$ cat src/design/tgi_pkg.sv
`timescale 1ns / 1ps
package tgi_pkg;

	localparam int DEF_GRID_SIDE  = 32;
	localparam int DEF_TIME_STEPS = 32;
	localparam int DATA_W         = 32;
	localparam int FRAC_W         = 16;
	localparam int WIDX_W         = 5;
	localparam int CFG_IDX_W      = 2;
	localparam int BANKS          = 8;

	localparam logic CMD_WRITE = 1'b0;
	localparam logic CMD_QUERY = 1'b1;

	typedef enum logic [CFG_IDX_W-1:0] {
		REG_ORIGIN        = 2'd0,
		REG_INV_SPACING   = 2'd1,
		REG_INV_TIME_STEP = 2'd2
	} cfg_reg_t;

	// Parity of the low corner and top-edge clamp on each axis.
	typedef struct packed {
		logic px;
		logic py;
		logic pt;
		logic cx;
		logic cy;
		logic ct;
	} axis_sel_t;

endpackage

$ cat src/design/tgi_grid_mem.sv
`timescale 1ns / 1ps
module tgi_grid_mem #(
	parameter int AW = 1
) (
	input  logic                       clk,
	input  logic                       arst_n,
	input  logic                       v_s3,
	output logic                       in_en,
	input  logic                       cmd_s3,
	input  logic [AW-1:0]              addr_s3 [tgi_pkg::BANKS],
	input  tgi_pkg::axis_sel_t         sel_s3,
	input  logic [tgi_pkg::FRAC_W-1:0] rx_s3,
	input  logic [tgi_pkg::FRAC_W-1:0] ry_s3,
	input  logic [tgi_pkg::FRAC_W-1:0] rt_s3,
	input  logic                       oor_s3,
	input  logic [2:0]                 wbank_s3,
	input  logic [AW-1:0]              waddr_s3,
	input  logic [tgi_pkg::DATA_W-1:0] wval_s3,
	input  logic                       wok_s3,
	input  logic                       out_en,
	output logic                       v_s4,
	output logic [tgi_pkg::DATA_W-1:0] rd_s4 [tgi_pkg::BANKS],
	output tgi_pkg::axis_sel_t         sel_s4,
	output logic [tgi_pkg::FRAC_W-1:0] rx_s4,
	output logic [tgi_pkg::FRAC_W-1:0] ry_s4,
	output logic [tgi_pkg::FRAC_W-1:0] rt_s4,
	output logic                       oor_s4
);
	import tgi_pkg::*;

	logic en4, adv;

	assign en4   = ~v_s4 | out_en;
	assign in_en = en4;
	assign adv   = en4 & v_s3;

	always_ff @(posedge clk or negedge arst_n) begin
		if (!arst_n) begin
			v_s4 <= 1'b0;
		end else if (en4) begin
			v_s4 <= v_s3 && (cmd_s3 == CMD_QUERY);
		end
	end

	always_ff @(posedge clk) begin
		if (adv) begin
			sel_s4 <= sel_s3;
			rx_s4  <= rx_s3;
			ry_s4  <= ry_s3;
			rt_s4  <= rt_s3;
			oor_s4 <= oor_s3;
		end
	end

	for (genvar b = 0; b < BANKS; b++) begin : g_bank
		logic [DATA_W-1:0] bank_mem [2**AW];
		logic [DATA_W-1:0] rdata_s4;

		always_ff @(posedge clk) begin
			if (adv) begin
				if (cmd_s3 == CMD_WRITE) begin
					if (wok_s3 && wbank_s3 == 3'(b)) bank_mem[waddr_s3] <= wval_s3;
				end else begin
					rdata_s4 <= bank_mem[addr_s3[b]];
				end
			end
		end

		assign rd_s4[b] = rdata_s4;
	end

endmodule

$ cat config.mk
export PLATFORM = sky130hd
export DESIGN_NAME = tgi_grid_mem
export DESIGN_NICKNAME = d
export VERILOG_FILES = /design/src/design/tgi_pkg.sv /design/src/design/tgi_grid_mem.sv
export SDC_FILE = /design/constraint.sdc
export NUM_CORES = 1
export LEC_CHECK = 0
export BUFFER_PORTS_ARGS = -buffer_cell sky130_fd_sc_hd__buf_2
export CORE_MARGIN = 2
export CORE_UTILIZATION = 51
export CTS_CLUSTER_SIZE = 30
export DETAILED_ROUTE_END_ITERATION = 6
export PLACE_DENSITY = 0.72
export SLEW_MARGIN = 25
export SYNTH_ARGS = -nofsm -noshare
export SYNTH_HDL_FRONTEND = slang
export SYNTH_SLANG_ARGS = --single-unit
$ cat constraint.sdc
create_clock -name clk -period 7.2 [get_ports clk]
set_input_delay 0.72 -clock clk [delete_from_list [all_inputs] [get_ports clk]]
set_output_delay 0.72 -clock clk [all_outputs]
set_load 0.05 [all_outputs]
==> metrics.csv <==
stage;metric;value;unit
hold_path;whs_path_depth;1;
die;ios;418;
grt;antenna_found_initial;0;
clock_tree;clkSlewWorstSetupHoldPaths;0.06;ns
clock_tree;cts_hold_buf;1;
yosys;netlist_area;0.0281;mm2
clock_tree;tritoncts;done;
yosys;yosys.cell_count.top_type;edfxtp_1;
die;fp.dieW;239;um
worst_setup_path;slowest_stage;buf_4;
worst_setup_path;worst-r2r-setup-slack;3.57;ns
flow_run;cap_violations;0;
cells_and_area;finish.utilization;0.622;
cells_and_area;drive_above_1_share;0.461;
worst_setup_path;ff2ff_path_depth;5;
yosys;syn-num-nets;1250;
worst_setup_path;worstPathRequired;7.44;ns
grt;grt_pass1_wl;83600;um
die;core-area;0.0541;mm2
worst_setup_path;regToRegStartpoint;v_s4;
die;die-area;0.0569;mm2
yosys;syn_inst;1145;
die;std_cell_rows;85;
worst_setup_path;slowest_delay;0.90;ns
drt;routedWlPerCell;24.4;um
yosys;yosysWarnings;0;
die;die_h;239;um
yosys;async_reset_ff_frac;0.00121;
yosys;ys_ff_latch;824;
drt;dr.pass1.iters;5;
clock_tree;clock_sinks;824;
drt;ant_nets;0;
sta;tns;0;ns
hold_path;worst_hold_startpoint;rt_s3[7];
sta;setup_viol;0;
sta;hold_viol_final;0;
pwr;p_sw_frac;0.217;
die;start_util;0.518;
clock_tree;numCtsBuffers;81;
drt;wirelength;58300;um
outcome;status;finished, final reports clean;
placed_design;port_buffers;417;
pwr;p_leak;11.6;nW
yosys;synth-edff-count;823;
drt;met1Wirelength;24200;um
yosys;yosysTopAreaCell;edfxtp_1;
drt;drt_first_iter_violations;1119;
grt;gr-total-overflow;0;
clock_tree;post_cts_resized;0;
clock_tree;cts-root-buf;clkbuf_16;
yosys;synth_common_cells;edfxtp_1, mux2_2, mux2_1, buf_2, nor4b_1;
clock_tree;clock_latency;0.63;ns
worst_setup_path;crit_arrival;3.88;ns
pwr;power_frac_clock;0.402;
cells_and_area;antennaDiodeCount;0;
worst_setup_path;crit_top_cell;buf_4;
worst_setup_path;cp_cell_sequence;nor2b_4 -> inv_1 -> and3_4 -> buf_4 -> buf_4;
pwr;power_density;297;mW/mm2
pwr;comb_power_share;0.056;
pwr;power;9.99;mW
sta;fmax;0.275;GHz
clock_tree;ctsLongestPathBuffers;3;
grt;track_usage;0.204;
grt;grt_pass1_vias;13000;
worst_setup_path;crit_type;reg2reg;
pwr;irDropWorstVdd;0.218;mV
drt;wl_met2;29100;um
yosys;ys_top_cells_by_area;edfxtp_1, mux2_2, mux2_1;
yosys;synth.avg_cell_area;24.5;um2
worst_setup_path;cp-end-kind;flop;
pwr;p_sw;2.17;mW
cells_and_area;fin_nets;1735;
sta;clock_skew;0.0218;ns
worst_setup_path;path_max_fanout;72;
drt;route.met3.wl;3530;um
grt;grt_max_degree;79;
drt;vias;12800;
worst_setup_path;start_kind;flop;
pwr;internal-power;7.82;mW
placed_design;gp_congestion;0.734;
clock_tree;ctsHtreeMaxLevel;3;
sta;worst_slew_pin_slew;1.08;ns
drt;top_layer_used;met4;
sta;maxSlewHeadroom;0.280;
cells_and_area;syn_to_final_growth;20.0;%
placed_design;post-dp-hpwl;34500;um
yosys;synth_ff_type;edfxtp_1;
worst_setup_path;critPathLaunch;v_s4;
pwr;seqPwrFrac;0.541;
yosys;ys_seq_area_frac;0.882;
yosys;ys_types;19;
sta;finalMaxSlewViolations;0;
drt;route.detailed.drc;0;
clock_tree;cts_setup_buffers;0;
drt;vias_per_cell;5.36;
hold_path;hold_class;in2reg;
sta;fin_crit;3.63;ns
sta;rsz0062_at_grt;no;
yosys;netlist.area_leader.share;0.881;
sta;min_period_over_period;0.505;
==> final timing paths <==
kind                                         end
min in group asynchronous                   v_s4
max in group asynchronous                   v_s4
max reg2reg                g_bank[5].rdata_s4[6]
min reg2reg                g_bank[4].rdata_s4[3]
max                        g_bank[5].rdata_s4[6]
min                                     rt_s4[7]
==> worst max-delay path: cells and delay by family, from the launching register on <==
kind                   cells  cell delay, ns
buffers and inverters      3            1.85
DFF                        1            0.37
and+or+nand+nor            2            0.93
==> power groups by stage <==
stage          clock (mW)  sequential, mW  combinational, mW
2_1_floorplan           0            5.76              0.123
3_3_place_gp            0            5.51              0.557
3_5_place_dp            0            5.51              0.569
4_1_cts              4.10            5.41              0.570
5_1_grt              4.26            5.41              0.589
6_report             4.02            5.40              0.563
==> registers in the layout (all words and copies together), names as in the netlist <==
name and flops:
g_bank.bank_mem 512, g_bank.rdata_s4 256, rt_s4 16, rx_s4 16, ry_s4 16, sel_s4 6, oor_s4 1, v_s4 1
==> kinds of logic (layout without fill, tap and decap cells) <==
group                  Yosys count  in the layout  share of synthesized area
AND/OR/NAND/NOR                 29             29                    0.00932
flip-flops                     824            824                      0.882
buffers and inverters           36            585                    0.00620
multiplexers                   256            256                      0.103
==> per-stage QoR <==
step,cells,hold WS (ns),area [um2],setup slack (ns)
finish,2390,0.274,33700,3.57
global route,2390,0.241,33700,3.30
CTS,2390,0.237,33600,3.35
detailed placement,2242,0.503,31100,3.06
global placement,2242,0.504,31100,3.18
floorplan,1145,0.424,28100,2.18
==> cell type report <==
class,instances,area (um2)
well taps,696,871
fillers,3629,20500
clock buffers,110,2190
clock inverters,37,344
flip-flops and latches,824,24700
multi-input cells,285,3270
inverters,1,3.75
repair buffers,437,2240
==> routing by layer <==
layer | vias to the layer above | GRT usage
met3 | 83 | 0.0417
met4 | 0 | 0.0631
met2 | 464 | 0.337
li1 | 5602 | -
met5 | - | 0
met1 | 6657 | 0.277
==> cell usage in the layout, fill, tap and decap left out <==
master	netlist	layout
and2_4	0	1
and3_4	0	1
buf_2	25	417
buf_4	0	18
buf_6	1	1
bufinv_16	0	5
clkbuf_1	9	25
clkbuf_16	0	82
clkbuf_8	0	3
clkinv_1	0	15
clkinv_2	0	7
clkinv_4	0	1
clkinv_8	0	1
clkinvlp_4	0	3
dfrtp_1	1	1
dlygate4sd3_1	0	1
edfxtp_1	823	823
inv_1	1	1
inv_16	0	1
inv_6	0	4
mux2_1	39	39
mux2_2	217	217
nand2_1	3	3
nand2b_1	2	2
nand4b_1	1	1
nand4bb_1	2	2
nor2b_4	0	1
nor4b_2	4	12
nor4b_4	0	4
or2_2	1	1
or4b_4	1	1
Note: power is estimated with default switching activity, not from simulation.
