==> src/design/tgi_pkg.sv <==
`timescale 1ns / 1ps
package tgi_pkg;

	localparam int DEF_GRID_SIDE  = 32;
	localparam int DEF_TIME_STEPS = 32;
	localparam int DATA_W         = 32;
	localparam int FRAC_W         = 16;
	localparam int WIDX_W         = 5;
	localparam int CFG_IDX_W      = 2;
	localparam int BANKS          = 8;

	localparam logic CMD_WRITE = 1'b0;
	localparam logic CMD_QUERY = 1'b1;

	typedef enum logic [CFG_IDX_W-1:0] {
		REG_ORIGIN        = 2'd0,
		REG_INV_SPACING   = 2'd1,
		REG_INV_TIME_STEP = 2'd2
	} cfg_reg_t;

	// Parity of the low corner and top-edge clamp on each axis.
	typedef struct packed {
		logic px;
		logic py;
		logic pt;
		logic cx;
		logic cy;
		logic ct;
	} axis_sel_t;

endpackage

==> src/design/tgi_lerp.sv <==
`timescale 1ns / 1ps
module tgi_lerp #(
	parameter int LANES = 1,
	parameter int SW    = 1
) (
	input  logic                       clk,
	input  logic                       arst_n,
	input  logic                       in_valid,
	output logic                       in_en,
	input  logic [tgi_pkg::DATA_W-1:0] a [LANES],
	input  logic [tgi_pkg::DATA_W-1:0] b [LANES],
	input  logic [tgi_pkg::FRAC_W-1:0] r,
	input  logic [SW-1:0]              side_in,
	output logic                       out_valid,
	input  logic                       out_en,
	output logic [tgi_pkg::DATA_W-1:0] y [LANES],
	output logic [SW-1:0]              side_out
);
	import tgi_pkg::*;

	localparam int PW = DATA_W + FRAC_W + 2;

	logic en1, en2, en3;
	logic v_s1, v_s2, v_s3;

	logic [DATA_W-1:0]     a_s1 [LANES];
	logic signed [DATA_W:0] d_s1 [LANES];
	logic [FRAC_W-1:0]     r_s1;
	logic [SW-1:0]         side_s1, side_s2, side_s3;
	logic [DATA_W-1:0]     a_s2 [LANES];
	logic signed [PW-1:0]  p_s2 [LANES];
	logic [DATA_W-1:0]     y_s3 [LANES];

	assign en3   = ~v_s3 | out_en;
	assign en2   = ~v_s2 | en3;
	assign en1   = ~v_s1 | en2;
	assign in_en = en1;

	always_ff @(posedge clk or negedge arst_n) begin
		if (!arst_n) begin
			v_s1 <= 1'b0;
			v_s2 <= 1'b0;
			v_s3 <= 1'b0;
		end else begin
			if (en1) v_s1 <= in_valid;
			if (en2) v_s2 <= v_s1;
			if (en3) v_s3 <= v_s2;
		end
	end

	always_ff @(posedge clk) begin
		if (en1) begin
			for (int l = 0; l < LANES; l++) begin
				a_s1[l] <= a[l];
				d_s1[l] <= $signed({b[l][DATA_W-1], b[l]}) - $signed({a[l][DATA_W-1], a[l]});
			end
			r_s1    <= r;
			side_s1 <= side_in;
		end
		if (en2) begin
			for (int l = 0; l < LANES; l++) begin
				a_s2[l] <= a_s1[l];
				p_s2[l] <= d_s1[l] * $signed({1'b0, r_s1});
			end
			side_s2 <= side_s1;
		end
		// An arithmetic shift of the product floors it; the sum stays between a and b.
		if (en3) begin
			for (int l = 0; l < LANES; l++) begin
				y_s3[l] <= a_s2[l] + p_s2[l][DATA_W+FRAC_W-1:FRAC_W];
			end
			side_s3 <= side_s2;
		end
	end

	assign out_valid = v_s3;
	assign y         = y_s3;
	assign side_out  = side_s3;

endmodule

==> config.mk <==
export PLATFORM = sky130hd
export DESIGN_NAME = tgi_lerp
export DESIGN_NICKNAME = d
export VERILOG_FILES = /design/src/design/tgi_pkg.sv /design/src/design/tgi_lerp.sv
export SDC_FILE = /design/constraint.sdc
export NUM_CORES = 1
export LEC_CHECK = 0
export BUFFER_PORTS_ARGS = -buffer_cell sky130_fd_sc_hd__buf_2
export CAP_MARGIN = 20
export CORE_MARGIN = 2
export CORE_UTILIZATION = 56
export CTS_CLUSTER_DIAMETER = 200
export DETAILED_ROUTE_END_ITERATION = 8
export PLACE_DENSITY = 0.73
export SLEW_MARGIN = 10
export SYNTH_ARGS = -nofsm -noshare
export SYNTH_HDL_FRONTEND = slang
export SYNTH_SLANG_ARGS = --single-unit
==> constraint.sdc <==
create_clock -name clk -period 16.34 [get_ports clk]
set_clock_uncertainty 0.2 [all_clocks]
set_input_delay 2.451 -clock clk [delete_from_list [all_inputs] [get_ports clk]]
set_output_delay 2.451 -clock clk [all_outputs]
set_load 0.005 [all_outputs]
==> impl_metrics.tcl <==
set metrics [dict create \
    portion_of_netlist_area_occupied_by_mux_cells 0 \
    placementRows 78 \
    post_synth_fa_ha_maj_area_fraction 0.462 \
    max_freq_ghz 0.131 \
    crit_chain "nand2_1 -> fa_1 -> fa_1 -> fa_1 -> inv_1 -> fa_1 -> fa_1 -> inv_1 -> fa_1 -> inv_1 -> ha_1 -> nand3_2 -> nor4_2 -> a21oi_1 -> o21ai_0 -> a41oi_2 -> o311ai_2 -> o2111ai_2 -> o31ai_4 -> a21oi_2 -> xnor2_1" \
    placeableCoreArea_um2 45600 \
    hold_violations 0 \
    ant_nets 0 \
    clk_path_buf_depth 2 \
    finish.net_count 3412 \
    drtIter0Drc 1186 \
    setup-tns-final_ns 0 \
    tritoncts "yes" \
    grt_first_pass_wirelength_um 101000 \
    clock-sinks 183 \
    clk_pin_slew_ns 0.07 \
    yosys_most_used_dff "edfxtp_1" \
    route.vias.total 17900 \
    antennaDiodeCount 0 \
    outcome "completed" \
    final-max-slew-violation-count 0 \
    io_pins 120 \
    total_congestion_overflow_after_global_routing 0 \
    synth_top_family_by_area "adder cells" \
    synth_area_per_cell_um2 10.1 \
    cap_viol_max_count 0 \
    crit_required_ns 16.38 \
    holdCritPathClass "flop to flop" \
    synth-compound-area-share 0.0628 \
    yosysSeqAreaShare 0.211 \
    cts_root_buf "clkbuf_16" \
    grt_antenna_before_repair 0 \
    drive_gt1_frac 0.0748 \
    final_period_minus_worst_setup_slack_ns 7.63 \
    cts_hold_buffers 0 \
    synth-edff-count 180 \
    gp_congestion 0.912 \
    grt_pass1_vias 19300 \
    groute.usage.overall 0.274 \
    worst-setup-path-type "flop to flop" \
    route.detailed.drc 0 \
    post_synth_xor_area_fraction 0.0340 \
    synth-async-reset-ratio 0.0164 \
    post_cts.repair.setup_buffers 0 \
    path_common_cell "fa_1" \
    largest_incremental_delay_on_the_critical_path_ns 0.89 \
    grt_max_degree 67 \
    postSynthNetCount 3334 \
    layout_area_overhead_pct 7.05 \
    yosysWarnings 0 \
    dpl_wire_length_um 47400 \
    total_number_of_h_tree_levels 4 \
    wire_length_reported_by_the_detailed_router_um 61100 \
    netlist_top_cells_area "fa_1 38%, edfxtp_1 21%, inv_1 8.8%, ha_1 8.4%, and2_1 5.6%" \
    post_synth_inst_count 2583 \
    wl_per_instance_um 18.7 \
    netlist-cell-type-count 71 \
    finalSetupViolCount 0 \
    crit_arrival_ns 7.66 \
    simple_gate_portion_of_the_synthesized_area 0.131 \
    design.die.area_um2 48200 \
    rsz0062_at_grt "no" \
    placement.io_buffers 119 \
    fp.dieH_um 220 \
    viasPerCell 5.46 \
    detailedRoute.firstPassIterationCount 5 \
    crit_fanout 16 \
    worstMarginPinSlew_ns 0.970 \
    crit_slowest_cell "edfxtp_1" \
    syn_std_cell_area_um2 26000 \
    final.period_utilization 0.467 \
    startpoint_type "flop" \
    chipWidth_um 220 \
    tritoncts.num_buffers 17 \
    cts_repair_resize_count 0 \
    synthDominantAreaCellType "fa_1" \
    worst_setup_path_end_kind "flop" \
    insertion_delay_to_the_later_sink_of_the_worst_skew_pair_ns 0.50 \
    initial_utilization 0.571 \
    post-synth-top-area-fraction 0.378 \
    relSlewSlack 0.353 \
    number_of_register_bits_inferred_by_synthesis 183 \
]
state kept, by name, indices dropped and copies added, names as in the netlist:
register	cells
a_s1	32
a_s2	32
d_s1	33
out_valid	1
p_s2	32
r_s1	16
side_out	1
side_s1	1
side_s2	1
v_s1	1
v_s2	1
y	32
critical path: cells and delay by family (launching register included):
family                   cells  cell delay, ns
AND/OR/NAND/NOR              3            0.87
adder cells (fa/ha/maj)      7            3.41
buffers and inverters        3            0.15
XOR/XNOR                     1            0.13
flip-flops                   1            0.89
AO/OA/AOI/OAI                7            1.72
synth_stat cells (all sizes together) (2+ instances only):
library cell  number
or2                2
o21ai             42
and4               2
a41oi              3
nor3              11
and2             234
nor4               3
nand3             17
o221a              2
a221o              2
o311ai             2
ha               175
nor3b              2
nand2            332
xnor2             74
edfxtp           180
inv              610
o211ai             3
o21a              13
a211oi             9
clkbuf            82
nand2b            14
a21o              42
o31ai              4
a31oi              3
nand4              8
nor2              45
nor2b             11
fa               491
o21bai             9
a21oi             92
xor2              27
and3               8
a31o               2
o2111ai            3
dfrtp              3
or3                4
cell families after synthesis:
| group | after synthesis |
|---|---|
| DFF | 183 |
| and+or+nand+nor | 696 |
| buffers and inverters | 692 |
| adders and majority gates | 666 |
| AOI/OAI and AO/OA | 245 |
| xor gates and xnor gates | 101 |
area by class of cell:
class,count,area (um2)
multi-input cells,1708,17900
fillers,3709,17700
flip-flops and latches,183,5480
inverters,610,2290
repair buffers,141,761
well taps,600,751
clock buffers,19,453
clock inverters,13,176
per-stage QoR:
| stage | area (um2) | worst slack [ns] | hold WS (ns) | instances | util |
|---|---|---|---|---|---|
| 3_3_place_gp | 27200 | 8.99 | 0.201 | 3242 | 0.597 |
| 3_5_place_dp | 27200 | 8.84 | 0.205 | 3242 | 0.597 |
| 2_1_floorplan | 26000 | 8.85 | 0.200 | 2583 | - |
| 5_1_grt | 27900 | 8.45 | 0.229 | 3274 | 0.611 |
| 6_report | 27900 | 8.71 | 0.216 | 3274 | 0.611 |
| 4_1_cts | 27900 | 8.82 | 0.218 | 3274 | 0.611 |
final timing paths:
kind | cells past startpoint | start | slack, ns | to
max in group asynchronous | 1 | arst_n | 14.30 | out_valid
min in group asynchronous | 1 | arst_n | 1.53 | v_s1
max | 21 | d_s1[0][23] | 8.71 | p_s2[0][46]
min | 0 | a_s1[0][8] | 0.22 | a_s2[0][8]
max reg2reg | 21 | d_s1[0][23] | 8.71 | p_s2[0][46]
min reg2reg | 0 | a_s1[0][8] | 0.22 | a_s2[0][8]
placed cells by master (no fill, tap or decap), types with 22 or more instances in the layout:
| cell | Yosys | final |
|---|---|---|
| a21o_1 | 41 | 41 |
| a21oi_1 | 89 | 89 |
| and2_1 | 232 | 232 |
| buf_2 | 0 | 119 |
| buf_4 | 0 | 22 |
| edfxtp_1 | 180 | 180 |
| fa_1 | 491 | 491 |
| ha_1 | 175 | 175 |
| inv_1 | 610 | 610 |
| nand2_1 | 332 | 332 |
| nor2_1 | 45 | 45 |
| o21ai_0 | 30 | 30 |
| xnor2_1 | 74 | 74 |
| xor2_1 | 27 | 27 |
per-layer routing:
metal | wire, um | global-route usage
met4 | 1830 | 0.0922
met3 | 3500 | 0.0444
met1 | 24200 | 0.349
met5 | 0 | 0
met2 | 31600 | 0.477
Power is left out: the tool's default activity adds up to more than one toggle a clock period on the data nets, which glitch-free logic cannot reach.
